==> config.mk <==
export PLATFORM = sky130hd
export DESIGN_NAME = graph_bfs_engine
export DESIGN_NICKNAME = d
export VERILOG_FILES = /design/src/hw/rtl/gbfs_pkg.sv /design/src/hw/rtl/gbfs_ctrl.sv /design/src/hw/rtl/gbfs_datapath.sv /design/src/hw/rtl/graph_bfs_engine.sv
export SDC_FILE = /design/constraint.sdc
export NUM_CORES = 1
export LEC_CHECK = 0
export BUFFER_PORTS_ARGS = -buffer_cell sky130_fd_sc_hd__buf_2
export CAP_MARGIN = 20
export CORE_MARGIN = 4
export CORE_UTILIZATION = 55
export CTS_CLUSTER_DIAMETER = 200
export DETAILED_ROUTE_END_ITERATION = 7
export GPL_ROUTABILITY_DRIVEN = 0
export GPL_TIMING_DRIVEN = 0
export PLACE_DENSITY_LB_ADDON = 0.3
export SYNTH_ARGS = -nofsm -noshare
export SYNTH_HDL_FRONTEND = slang
export SYNTH_HIERARCHICAL = 1
export SYNTH_SLANG_ARGS = --single-unit
==> constraint.sdc <==
create_clock -name clk -period 4.5 [get_ports clk]
set_clock_uncertainty 0.05 [all_clocks]
set_input_delay 0.45 -clock clk [delete_from_list [all_inputs] [get_ports clk]]
set_output_delay 0.45 -clock clk [all_outputs]
set_load 0.01 [all_outputs]
==> src/hw/rtl/gbfs_pkg.sv <==
`timescale 1ns / 1ps

package gbfs_pkg;

	localparam int VW         = 5;
	localparam int EDGE_W     = 2 * VW;
	localparam int VMAP_BITS  = 32;
	localparam int FIFO_DEPTH = 32;
	localparam int FIFO_AW    = $clog2(FIFO_DEPTH);
	localparam int FIFO_PW    = FIFO_AW + 1;

	localparam logic MODE_ADD_EDGE = 1'b0;
	localparam logic MODE_TRAVERSE = 1'b1;

	typedef logic [VW-1:0] vertex_t;

	// controller to datapath
	typedef struct packed {
		logic add_edge;
		logic start;
		logic pop;
		logic scan;
		logic emit;
	} dp_cmd_t;

	// datapath to controller
	typedef struct packed {
		logic start_ok;
		logic edges_zero;
		logic rem_zero;
		logic fifo_empty;
		logic out_free;
	} dp_sts_t;

endpackage

==> src/hw/rtl/gbfs_ctrl.sv <==
`timescale 1ns / 1ps

module gbfs_ctrl (
	input  logic              clk,
	input  logic              arst_n,
	input  logic              in_valid,
	input  logic              mode,
	input  gbfs_pkg::dp_sts_t sts,
	output logic              in_stall,
	output gbfs_pkg::dp_cmd_t cmd
);
	import gbfs_pkg::*;

	typedef enum logic [3:0] {
		S_IDLE = 4'b0001,
		S_POP  = 4'b0010,
		S_SCAN = 4'b0100,
		S_EMIT = 4'b1000
	} state_t;

	state_t state_q, state_d;

	always_ff @(posedge clk or negedge arst_n) begin
		if (!arst_n) begin
			state_q <= S_IDLE;
		end else begin
			state_q <= state_d;
		end
	end

	always_comb begin
		state_d  = state_q;
		in_stall = 1'b1;
		cmd      = '0;
		unique case (state_q)
			S_IDLE: begin
				in_stall = 1'b0;
				if (in_valid) begin
					if (mode == MODE_TRAVERSE) begin
						cmd.start = 1'b1;
						if (sts.start_ok) begin
							state_d = S_POP;
						end
					end else begin
						cmd.add_edge = 1'b1;
					end
				end
			end
			S_POP: begin
				cmd.pop = 1'b1;
				state_d = sts.edges_zero ? S_EMIT : S_SCAN;
			end
			S_SCAN: begin
				// one edge checked per cycle, newest first
				cmd.scan = 1'b1;
				if (sts.rem_zero) begin
					state_d = S_EMIT;
				end
			end
			S_EMIT: begin
				if (sts.out_free) begin
					cmd.emit = 1'b1;
					state_d  = sts.fifo_empty ? S_IDLE : S_POP;
				end
			end
			default: begin
				state_d = S_IDLE;
			end
		endcase
	end

endmodule

==> src/hw/rtl/gbfs_datapath.sv <==
`timescale 1ns / 1ps

module gbfs_datapath #(
	parameter int NUM_VERTICES = 32,
	parameter int MAX_EDGES    = 64
) (
	input  logic              clk,
	input  logic              arst_n,
	input  gbfs_pkg::dp_cmd_t cmd,
	output gbfs_pkg::dp_sts_t sts,
	input  gbfs_pkg::vertex_t vertex_a,
	input  gbfs_pkg::vertex_t vertex_b,
	input  logic              out_stall,
	output logic              out_valid,
	output gbfs_pkg::vertex_t visited_vertex,
	output logic              last_vertex,
	output logic              edge_overflow
);
	import gbfs_pkg::*;

	localparam int AW     = (MAX_EDGES > 1) ? $clog2(MAX_EDGES) : 1;
	localparam int CW     = $clog2(MAX_EDGES + 1);
	localparam int USABLE = (NUM_VERTICES < VMAP_BITS) ? NUM_VERTICES : VMAP_BITS;

	logic [EDGE_W-1:0]    edge_mem [MAX_EDGES];
	logic [EDGE_W-1:0]    rd_data_q;
	logic [CW-1:0]        edge_cnt_q;
	logic [AW-1:0]        rem_q;
	logic [AW-1:0]        rd_addr;
	logic                 rd_en;
	logic                 ovf_q;
	logic [VMAP_BITS-1:0] visited_q;
	vertex_t              fifo_q [FIFO_DEPTH];
	logic [FIFO_PW-1:0]   head_q;
	logic [FIFO_PW-1:0]   tail_q;
	vertex_t              cur_q;
	logic                 out_valid_q;
	vertex_t              out_vertex_q;
	logic                 out_last_q;
	logic                 out_ovf_q;

	logic [VW:0] usable_c;
	logic        a_ok;
	logic        b_ok;
	logic        edge_full;
	logic        edge_wr;
	vertex_t     ea;
	vertex_t     eb;
	logic        hit_a;
	logic        hit;
	vertex_t     nb;
	logic        push;

	assign usable_c  = (VW + 1)'(USABLE);
	assign a_ok      = {1'b0, vertex_a} < usable_c;
	assign b_ok      = {1'b0, vertex_b} < usable_c;
	assign edge_full = edge_cnt_q == CW'(MAX_EDGES);
	assign edge_wr   = cmd.add_edge && a_ok && b_ok && !edge_full;

	assign rd_en   = (cmd.pop && edge_cnt_q != '0) || (cmd.scan && rem_q != '0);
	assign rd_addr = cmd.pop ? AW'(edge_cnt_q - CW'(1)) : rem_q - AW'(1);

	// an edge gives at most one new neighbour: both ends match only on a self loop
	assign ea    = rd_data_q[EDGE_W-1:VW];
	assign eb    = rd_data_q[VW-1:0];
	assign hit_a = ea == cur_q;
	assign hit   = hit_a || (eb == cur_q);
	assign nb    = hit_a ? eb : ea;
	assign push  = cmd.scan && hit && !visited_q[nb];

	always_ff @(posedge clk) begin
		if (edge_wr) begin
			edge_mem[edge_cnt_q[AW-1:0]] <= {vertex_a, vertex_b};
		end
		if (rd_en) begin
			rd_data_q <= edge_mem[rd_addr];
		end
	end

	always_ff @(posedge clk or negedge arst_n) begin
		if (!arst_n) begin
			edge_cnt_q  <= '0;
			ovf_q       <= 1'b0;
			visited_q   <= '0;
			head_q      <= '0;
			tail_q      <= '0;
			rem_q       <= '0;
			out_valid_q <= 1'b0;
		end else begin
			if (cmd.add_edge && a_ok && b_ok) begin
				if (edge_full) begin
					ovf_q <= 1'b1;
				end else begin
					edge_cnt_q <= edge_cnt_q + CW'(1);
				end
			end
			if (cmd.start) begin
				head_q <= '0;
				if (a_ok) begin
					visited_q <= VMAP_BITS'(1) << vertex_a;
					tail_q    <= FIFO_PW'(1);
				end else begin
					visited_q <= '0;
					tail_q    <= '0;
				end
			end
			if (cmd.pop) begin
				head_q <= head_q + FIFO_PW'(1);
				rem_q  <= AW'(edge_cnt_q - CW'(1));
			end
			if (cmd.scan) begin
				if (rem_q != '0) begin
					rem_q <= rem_q - AW'(1);
				end
				if (push) begin
					visited_q[nb] <= 1'b1;
					tail_q        <= tail_q + FIFO_PW'(1);
				end
			end
			if (cmd.emit) begin
				out_valid_q <= 1'b1;
			end else if (!out_stall) begin
				out_valid_q <= 1'b0;
			end
		end
	end

	always_ff @(posedge clk) begin
		if (cmd.start && a_ok) begin
			fifo_q[0] <= vertex_a;
		end
		if (push) begin
			fifo_q[tail_q[FIFO_AW-1:0]] <= nb;
		end
		if (cmd.pop) begin
			cur_q <= fifo_q[head_q[FIFO_AW-1:0]];
		end
		if (cmd.emit) begin
			out_vertex_q <= cur_q;
			out_last_q   <= head_q == tail_q;
			out_ovf_q    <= ovf_q;
		end
	end

	assign sts.start_ok   = a_ok;
	assign sts.edges_zero = edge_cnt_q == '0;
	assign sts.rem_zero   = rem_q == '0;
	assign sts.fifo_empty = head_q == tail_q;
	assign sts.out_free   = !out_valid_q || !out_stall;

	assign out_valid      = out_valid_q;
	assign visited_vertex = out_vertex_q;
	assign last_vertex    = out_last_q;
	assign edge_overflow  = out_ovf_q;

endmodule

==> src/hw/rtl/graph_bfs_engine.sv <==
`timescale 1ns / 1ps

// Breadth-first traversal over an undirected graph held as a bounded edge store.
// An add-edge item never stalls the input and the next item may follow at once; an
// edge with an end outside the usable vertex range is dropped, and one that
// finds the store full is dropped and sets the sticky edge_overflow flag.
// A traverse item first starts the walk; then, for each vertex visited, it
// dequeues the vertex, checks one edge per cycle through the single read port
// of the edge store, and hands the vertex to the output register, waiting
// while the output stalls; input stays stalled until the last vertex is in
// the output register. Vertices come out in visit order with last_vertex set
// on the final one; a start vertex out of range gives no result.

module graph_bfs_engine #(
	parameter int NUM_VERTICES = 32,
	parameter int MAX_EDGES    = 64
) (
	input  logic              clk,
	input  logic              arst_n,
	input  logic              in_valid,
	output logic              in_stall,
	input  logic              mode,
	input  gbfs_pkg::vertex_t vertex_a,
	input  gbfs_pkg::vertex_t vertex_b,
	output logic              out_valid,
	input  logic              out_stall,
	output gbfs_pkg::vertex_t visited_vertex,
	output logic              last_vertex,
	output logic              edge_overflow
);
	import gbfs_pkg::*;

	dp_cmd_t cmd;
	dp_sts_t sts;

	gbfs_ctrl u_ctrl (
		.clk      (clk),
		.arst_n   (arst_n),
		.in_valid (in_valid),
		.mode     (mode),
		.sts      (sts),
		.in_stall (in_stall),
		.cmd      (cmd)
	);

	gbfs_datapath #(
		.NUM_VERTICES (NUM_VERTICES),
		.MAX_EDGES    (MAX_EDGES)
	) u_dp (
		.clk            (clk),
		.arst_n         (arst_n),
		.cmd            (cmd),
		.sts            (sts),
		.vertex_a       (vertex_a),
		.vertex_b       (vertex_b),
		.out_stall      (out_stall),
		.out_valid      (out_valid),
		.visited_vertex (visited_vertex),
		.last_vertex    (last_vertex),
		.edge_overflow  (edge_overflow)
	);

endmodule

* Yosys cells after proc, flatten, opt, wreduce, memory -nomap -nowiden *
Memory sizes are Yosys's and may differ from the RTL's. A register that Yosys moved wholly into a read port is not among the register bits.
Index checks and enable logic that the tools add are counted.

word-level totals
  memory bits (read-only) = 0
  input port bits = 15
  memories = 2
  output and inout bits = 9
  register bits after elaboration = 70
  RAM bits = 800
  latch bits = 0
  logic and storage cells = 111

operators by class
  multipliers = 0
  reduce and logical (&&, ||, !) cells = 25
  divide/modulo/power cells = 0
  shift operators = 1
  eq/ne operators = 14
  muxes and demuxes = 47
  bitwise gates (word level) = 2
  magnitude comparators = 4
  add/subtract/negate cells = 5

memory list
  memory         words  bits a word  rd ports  clocked after Yosys merged registers in  write ports  RTL line             text
  u_dp.edge_mem  64     10           1         1                                        1            gbfs_datapath.sv:25  logic [EDGE_W-1:0] edge_mem [MAX_EDGES];
  u_dp.fifo_q    32     5            1         1                                        1            gbfs_datapath.sv:33  vertex_t fifo_q [FIFO_DEPTH];

operator list
  cell                                                                  number
  32-bit 2-to-1 mux                                                     4
  6-bit 2-to-1 mux                                                      9
  32-bit bitwise OR                                                     1
  1-bit by 5-bit left shift with 32-bit output, first input constant    1
  4-bit 2-to-1 mux                                                      6
  1-bit 2-to-1 mux                                                      19
  5-bit by 6-bit < comparator with 1-bit output, second input constant  3
  4-bit case mux with 4 select lines                                    1
  5-bit 2-to-1 mux                                                      3
  6-bit by 1-bit adder with 6-bit output, second input constant         2
  6-bit by 1-bit subtractor with 6-bit output, second input constant    2
  5-bit equality test                                                   2
  1-bit logical AND                                                     9
  2-bit inequality test, second input constant                          4
  7-bit by 1-bit adder with 7-bit output, second input constant         1
  7-bit equality test, second input constant                            1
  7-bit logical NOT                                                     1
  7-bit nonzero test                                                    1
  6-bit equality test                                                   1
  6-bit logical NOT                                                     1
  2-bit 2-to-1 mux                                                      3
  6-bit nonzero test                                                    1
  1-bit binary-select mux with 5-bit select                             1
  1-bit demux with 5-bit select                                         1
  13 further kinds                                                      20

* Longest topological paths before layout *
Gate-level depths: netlist of run 1.

  depth in word-level cells = 10
  gate-level depth with buffers = 16
  depth with buffers taken out = 10

* Cells and area by module *
Netlist of run 1, hierarchy kept.

modules (own cells, without submodules)
  module         cells each  area each (um^2)  sequential area each (um^2)  instances
  gbfs_datapath  1875        35735.5           26160.1                      1
  gbfs_ctrl      32          289.0             101.3                        1

* Worst setup path before layout of run 1 *
OpenSTA, ideal clock, no wires.

  path type = flip-flop to flip-flop
  from = register u_ctrl.state_q[1]
  to = register u_dp.rd_data_q[0], read port of u_dp.edge_mem, data pin
  data required time = 4.180 ns
  library setup time = 0.270 ns
  data arrival time = 4.035 ns
  cell stages (with the launch flop) = 14
  slack = 0.144 ns
  path buffers = 4
  period minus slack after synthesis = 4.356 ns
  cell sequence = dfrtp_1 -> or2b_1 -> nor3_1 -> buf_2 -> inv_1 -> a21boi_0 -> clkbuf_1 -> buf_1 -> buf_1 -> mux4_2 -> a211oi_1 -> a21oi_1 -> a211oi_1 -> a21oi_1

RTL lines
  what                    RTL line             text
  from (decl)             gbfs_ctrl.sv:21      state_t state_q, state_d;
  from (signal assigned)  gbfs_ctrl.sv:27      state_q <= state_d;
  to (decl)               gbfs_datapath.sv:26  logic [EDGE_W-1:0] rd_data_q;

==> metrics.log, run 1 <==
INFO  metric dieWidth = 263.9 um
INFO  metric io_pins = 24
INFO  metric drt_wl_total = roughly 80000 um
INFO  metric postSynthNetCount = 1930
INFO  metric postSynthRegisterBits = a little under 900
INFO  metric synth.yosys.seq_area_share = 0.7290
INFO  metric core_area = roughly 0.065 mm2
INFO  metric synthSimpleGateAreaFrac = 0.04918
INFO  metric num_rows = just over 90
INFO  metric hold_ws = around 92 ps
INFO  metric synth_common_cells = sky130_fd_sc_hd__edfxtp_1 (822), sky130_fd_sc_hd__mux4_2 (210), sky130_fd_sc_hd__clkbuf_1 (95)
INFO  metric clock_transition_time_at_the_flip_flop_clock_pins_of_the_worst_setup_and_hold_paths = roughly 60 ps
INFO  metric syn_area_per_cell = between 15 and 20 um2
INFO  metric synth-adder-area-share = 0.002779
INFO  metric timing_hold_violations_final = 0
INFO  metric maxClockFrequency = ~0.22 GHz
INFO  metric ant_nets = 0
INFO  metric worst-path-max-fanout = 10
INFO  metric worst-slew-pin-transition = 1117 ps
INFO  metric synth_area_leader = sky130_fd_sc_hd__edfxtp_1
INFO  metric ys_async_sr_fraction = 0.07119
INFO  metric leak_pwr = 13.23 nW
INFO  metric synth.top_cells.by_area = sky130_fd_sc_hd__edfxtp_1 (69%), sky130_fd_sc_hd__mux4_2 (13%), sky130_fd_sc_hd__dfrtp_1 (4.3%)
INFO  metric detailedRoute.firstPassIterationCount = 6
INFO  metric total_track_usage = 0.2312
INFO  metric timing.critical_path.to_type = flip-flop
INFO  metric dp_hpwl = 50540 um
INFO  metric run_status = completed
INFO  metric initial_core_util = 0.5568
INFO  metric muxShareOfSynthArea = 0.1475
INFO  metric synth.most_common_cell = sky130_fd_sc_hd__edfxtp_1
INFO  metric pwr_density_cell = 592.0 mW/mm2
INFO  metric number_of_global_route_vias_before_repair = 19030
INFO  metric final_util = 0.6334
INFO  metric critical_path_class = flip-flop to flip-flop
INFO  metric synth_top_flop_cell = sky130_fd_sc_hd__edfxtp_1
INFO  metric drc_errors = 0
INFO  metric synth_top_family_by_area = multiplexers
INFO  metric grt_antenna_before_repair = 1
INFO  metric unrepaired_setup_endpoints_after_global_routing = yes
INFO  metric area_growth = 13.76%
INFO  metric grt_max_degree = 65
INFO  metric cts.path.max_buffers = 3
INFO  metric clkLatencyLatePin = around 630 ps
INFO  metric final_max_slew_viol_count = 0
INFO  metric cts_htree_levels = 3
INFO  metric worst_ir_drop_vdd = ~0.00043 V
INFO  metric max_cap_violations = 0
INFO  metric yosys_warnings = 6
INFO  metric min_period_over_period = 0.9937
INFO  metric detailroute.via_count = 19170
INFO  metric detail_route.iter0.violations = roughly 2200
INFO  metric worst_ep_required_time = 4810 ps
INFO  metric synth_edf_count = 822
INFO  metric fraction_of_the_mapped_netlist_area_in_compound_gates = 0.04845
INFO  metric tns = 0 ps
INFO  metric design.final.nets = about 2100
INFO  metric unique_masters_post_synth = 73
INFO  metric worst_setup_sp_type = flip-flop
INFO  metric overflow = 0
INFO  metric synth_top_cell_area_share = 0.6852
INFO  metric post-place-cells = about 2800
INFO  metric fp.dieH = about 260 um
INFO  metric setup_viols_final = 0
INFO  metric finalCriticalPeriod = ~4500 ps
INFO  metric clock-root-buffer = sky130_fd_sc_hd__clkbuf_16
INFO  metric design.die.area = approximately 0.07 mm2
INFO  metric clock-sinks = slightly below 900
INFO  metric post_synth_xor_area_fraction = 0.007467
INFO  metric grt_first_pass_wirelength = between 100000 and 150000 um
INFO  metric antenna-diode-count = 0
INFO  metric final_cell_count_no_fill = roughly 3000
INFO  metric worst_hold_path_type = input pin to flip-flop
INFO  metric routedWlPerCell = ~27 um
INFO  metric tritoncts = done
INFO  metric synthCells = 1907
INFO  metric vias_per_cell = 6.451
INFO  metric worst_ep_arrival_time = between 4000 and 5000 ps
INFO  metric tightest_slew_margin_relative_to_the_limit = 0.2523
INFO  metric cts_made_buffers = 88
INFO  metric synthesis.area = roughly 0.036 mm2
INFO  metric place.port_buffers = 23
INFO  metric drive_above_1_share = 0.2557
-- area by class of cell --
class                           count  area (um2)
Sequential cell                   885       26260
Clock inverter                     60       593.1
Fill cell                        4415       23720
Inverter                           19       71.32
Timing Repair Buffer               48       460.4
Tap cell                          855        1070
Clock buffer                      102        2318
Multi-Input combinational cell    879        9579
Buffer                            123       626.9
-- worst max-delay path: stages, from the launching register on --
cell	delay (ps)
sky130_fd_sc_hd__dfrtp_1	480
sky130_fd_sc_hd__or2b_1	330
sky130_fd_sc_hd__nor3_4	300
sky130_fd_sc_hd__buf_2	270
sky130_fd_sc_hd__inv_1	80
sky130_fd_sc_hd__clkbuf_1	290
sky130_fd_sc_hd__a21boi_4	260
sky130_fd_sc_hd__buf_4	170
sky130_fd_sc_hd__clkbuf_4	260
sky130_fd_sc_hd__clkbuf_4	300
sky130_fd_sc_hd__mux4_2	370
sky130_fd_sc_hd__a211oi_1	410
sky130_fd_sc_hd__a21oi_1	210
sky130_fd_sc_hd__a21oi_1	320
sky130_fd_sc_hd__a21oi_1	110
-- where the power goes --
group,total [mW],internal [mW],switching [mW]
clock network,7.31,4.28,3.03
logic,7.70,3.18,4.52
registers,9.26,9.17,0.0897
-- worst paths after layout --
check,slack [ps],cells after the start,endpoint,startpoint
max,30,14,u_dp/rd_data_q[4],u_ctrl/state_q[1]
min,90,3,u_dp/out_valid,out_stall
max reg2reg,30,14,u_dp/rd_data_q[4],u_ctrl/state_q[1]
min reg2reg,440,2,u_dp/visited_q[13],u_dp/visited_q[13]
max in group asynchronous,3430,3,u_dp/edge_cnt_q[5],arst_n
min in group asynchronous,330,2,u_ctrl/state_q[3],arst_n
-- flip-flops by register name, summed over array words and instances, names as in the netlist --
name	count
u_dp/out_valid	1
u_dp/head_q	6
u_dp/rem_q	6
u_dp/edge_cnt_q	7
u_dp/edge_mem	640
u_dp/visited_q	32
u_dp/ovf_q	1
u_dp/cur_q	5
u_dp/visited_vertex	5
u_dp/edge_overflow	1
u_dp/tail_q	6
u_dp/fifo_q	160
u_dp/rd_data_q	10
u_ctrl/state_q	4
u_dp/last_vertex	1
-- cell families (layout without fill, tap and decap cells) --
group,after synthesis,count (layout)
flip-flops,885,885
AND/OR/NAND/NOR,332,332
multiplexers,265,265
AO/OA/AOI/OAI,244,244
buffers and inverters,143,352
XOR/XNOR,29,29
adder cells (fa/ha/maj),8,8
other,1,1
-- repair_timing --
action | CTS | global route
cloned | 1 | 0
resized for setup | 102 | 135
setup buffers | 5 | 5
pin swaps | 3 | 2
setup endpoints to repair | 284 | 480
hold endpoints to repair | 25 | 0
hold buffers | 1 | 0
-- cell usage in the layout, fill, tap and decap left out, drive strengths merged, types with 37 or more instances in the layout --
cell type,synthesis,routed
edfxtp,822,822
a211oi,78,78
mux4,210,210
and3,41,41
clkbuf,95,197
a21oi,53,53
mux2i,43,43
nand2,47,47
buf,29,75
dfrtp,62,62
nor2b,46,46
nor2,89,89
clkinv,0,37
-- through the flow --
stage	setup slack, ps	total power, mW	area, um2
6_report	28.36	24.26	40980
4_1_cts	-241.6	24.07	40480
3_3_place_gp	-1551	16.53	37210
3_5_place_dp	-1593	16.66	37360
5_1_grt	-39.75	25.15	40980
2_1_floorplan	144.2	14.36	36020
-- routing by layer --
layer | wire (um) | vias to the layer above | GRT usage
li1 | - | 8123 | -
met1 | 32620 | 9870 | 0.3332
met2 | 38980 | 988 | 0.3642
met3 | 6862 | 184 | 0.04703
met4 | 2401 | 2 | 0.07167
met5 | 17 | - | 0
Note: power is estimated with default switching activity, not from simulation.
==> run 2, diff against run 1 <==
==> constraint.sdc (replaced) <==
create_clock -name clk -period 4.5 [get_ports clk]
set_clock_uncertainty 0.05 [all_clocks]
set_input_delay 0 -clock clk [delete_from_list [all_inputs] [get_ports clk]]
set_output_delay 0 -clock clk [all_outputs]
set_load 0.01 [all_outputs]
==> run 2 against run 1 <==
  * Via count is 0.28% higher
  * Combinational power hardly changed
  * Sequential share of layout area is 0.26 points lower
  * Worst setup slack better by 51 ps
  * Final area is 0.41% higher
  * Die area stayed put
  * Largest cell class unchanged
  * Global-route usage hardly changed
  * The run now ends with DRC left
  * Largest power group unchanged
  * Highest routed layer is now met4
==> metrics.log, run 2 (synthesis results as in run 1) <==
INFO  metric cp_common_cell = sky130_fd_sc_hd__a21oi_1
INFO  metric core_area = roughly 0.065 mm2
INFO  metric largest_reg_flops = 640
INFO  metric antenna-diode-count = 0
INFO  metric pwr_density_cell = between 500 and 600 mW/mm2
INFO  metric maxClockFrequency = around 0.23 GHz
INFO  metric critical_path_cell_list = or2b_1 -> nor3_4 -> buf_2 -> inv_1 -> clkbuf_1 -> a21boi_4 -> buf_4 -> clkbuf_4 -> clkbuf_4 -> mux4_2 -> a211oi_1 -> a21oi_1 -> a21oi_1 -> a21oi_1
INFO  metric detailroute.via_count = ~19000
INFO  metric detail_route.iter0.violations = approximately 2300
INFO  metric tightest_slew_margin_relative_to_the_limit = 0.2842
INFO  metric design.die.area = around 0.070 mm2
INFO  metric place.port_buffers = 23
INFO  metric cts.path.max_buffers = 3
INFO  metric detailedRoute.firstPassIterationCount = 8
INFO  metric timing_hold_violations_final = 0
INFO  metric initial_core_util = 0.5568
INFO  metric routedWlPerCell = between 20 and 30 um
INFO  metric vias_per_cell = 6.435
INFO  metric violations = DRC
INFO  metric ant_nets = 0
INFO  metric timing.rr.start = u_ctrl/state_q[1]
INFO  metric fp.dieH = between 200 and 300 um
INFO  metric grt_antenna_before_repair = 1
INFO  metric cp-startpoint = u_ctrl/state_q[1]
INFO  metric io_pins = 24
INFO  metric design.final.nets = 2083
INFO  metric area_growth = 14.22%
INFO  metric layout.cells.most_common = sky130_fd_sc_hd__edfxtp_1
INFO  metric leak_pwr = 13.30 nW
INFO  metric final.setup.worst_slack = between 70 and 80 ps
INFO  metric dieWidth = around 260 um
INFO  metric max_cap_violations = 0
INFO  metric clock_transition_time_at_the_flip_flop_clock_pins_of_the_worst_setup_and_hold_paths = 60 ps
INFO  metric setup_viols_final = 0
INFO  metric number_of_global_route_vias_before_repair = between 15000 and 20000
INFO  metric drive_above_1_share = 0.2528
INFO  metric dp_hpwl = 50540 um
INFO  metric preCtsSetupSlack = -1593 ps
INFO  metric run_status = complete, but fails checks
INFO  metric total_track_usage = 0.2316
INFO  metric multiInputGateArea = between 0.009 and 0.01 mm2
INFO  metric finalCriticalPeriod = between 4000 and 5000 ps
INFO  metric num_rows = 93
INFO  metric num-fill-cells = approximately 4400
INFO  metric drt_wl_total = ~81000 um
INFO  metric drc_errors = 1
INFO  metric worst_ep_required_time = just under 5000 ps
INFO  metric tns = 0 ps
INFO  metric worst_ir_drop_vdd = roughly 0.00043 V
INFO  metric critical_hold_path_startpoint = out_stall
INFO  metric grt_first_pass_wirelength = approximately 120000 um
INFO  metric slowest_delay = approximately 480 ps
INFO  metric cts_made_buffers = slightly below 90
INFO  metric post-layout-total-power = 24.26 mW
INFO  metric unrepaired_setup_endpoints_after_global_routing = yes
INFO  metric worst-path-max-fanout = 10
INFO  metric cell_at_the_slowest_stage_of_the_critical_path = sky130_fd_sc_hd__dfrtp_1
INFO  metric clock-sinks = 885
INFO  metric worst_hold_path_type = input pin to flip-flop
INFO  metric grt_max_degree = 65
INFO  metric critical-path-top-delay-family = buffers and inverters
INFO  metric top_library_cells_by_usage_in_the_layout_fill_and_taps_aside = sky130_fd_sc_hd__edfxtp_1 (822), sky130_fd_sc_hd__mux4_2 (210), sky130_fd_sc_hd__clkbuf_16 (91)
INFO  metric critical_path.n_buffers_inverters = 6
INFO  metric overflow = 0
INFO  metric final_max_slew_viol_count = 0
INFO  metric min_period_over_period = 0.9824
INFO  metric worst_setup_sp_type = flip-flop
INFO  metric worst_ep_arrival_time = 4730 ps
INFO  metric timing.critical_path.to_type = flip-flop
INFO  metric clock-root-buffer = sky130_fd_sc_hd__clkbuf_16
INFO  metric critical_path_class = flip-flop to flip-flop
INFO  metric cts_htree_levels = 3
INFO  metric clkLatencyLatePin = about 630 ps
INFO  metric worst-slew-pin-transition = 1070 ps
INFO  metric tritoncts = done
INFO  metric ff_latch_area = ~0.026 mm2
[run 2: worst paths after layout]
kind / depth (start not counted) / slack (ps) / end
max: 14 / 80 / u_dp/rd_data_q[4]
max reg2reg: 14 / 80 / u_dp/rd_data_q[4]
min: 4 / 200 / u_dp/out_valid
min reg2reg: 2 / 440 / u_dp/visited_q[13]
min in group asynchronous: 4 / 420 / u_ctrl/state_q[3]
max in group asynchronous: 4 / 3750 / u_dp/edge_cnt_q[5]
[run 2: what timing repair did]
action	in CTS	in global routing
hold buffers	13	4
gates cloned	1	0
pin swaps	3	2
setup endpoints to repair	284	480
buffers inserted	5	5
resized for setup	102	132
hold endpoints to repair	283	99
[run 2: tightest hold or removal path: cells and delay by family]
kind | cells | cell delay (ps)
buf+inv | 2 | 620
simple gates | 2 | 200
[run 2: per-stage QoR]
stage	hold slack [ps]	instances	cell area, um2	util
after floorplan	-345.6	1907	36020	-
after global routing	222.3	2987	41150	0.6360
after CTS	163.2	2973	40610	0.6276
after detailed placement	9.099	2793	37360	0.5775
after global placement	254.1	2785	37210	0.5751
final	200.3	2987	41150	0.6360
[run 2: final cells by class]
cell class	count	area share
clock inverter	60	0.01441
timing repair buffer	64	0.01533
clock buffer	102	0.05635
multi-input combinational	879	0.2327
sequential	885	0.6382
buffer	123	0.01523
tap	855	0.02600
inverter	19	0.001733
[run 2: per-layer routing]
layer / vias up / track usage / part of all wire
li1: 8167 / - / -
met1: 9927 / 0.3330 / 0.41
met3: 188 / 0.04713 / 0.081
met5: - / 0 / 0
met2: 938 / 0.3659 / 0.48
met4: 0 / 0.07167 / 0.031
[run 2: report_power, final]
part	total, mW	internal [mW]	switching, mW
clock network	7.30	4.28	3.02
registers	9.26	9.17	0.0894
logic	7.70	3.19	4.52
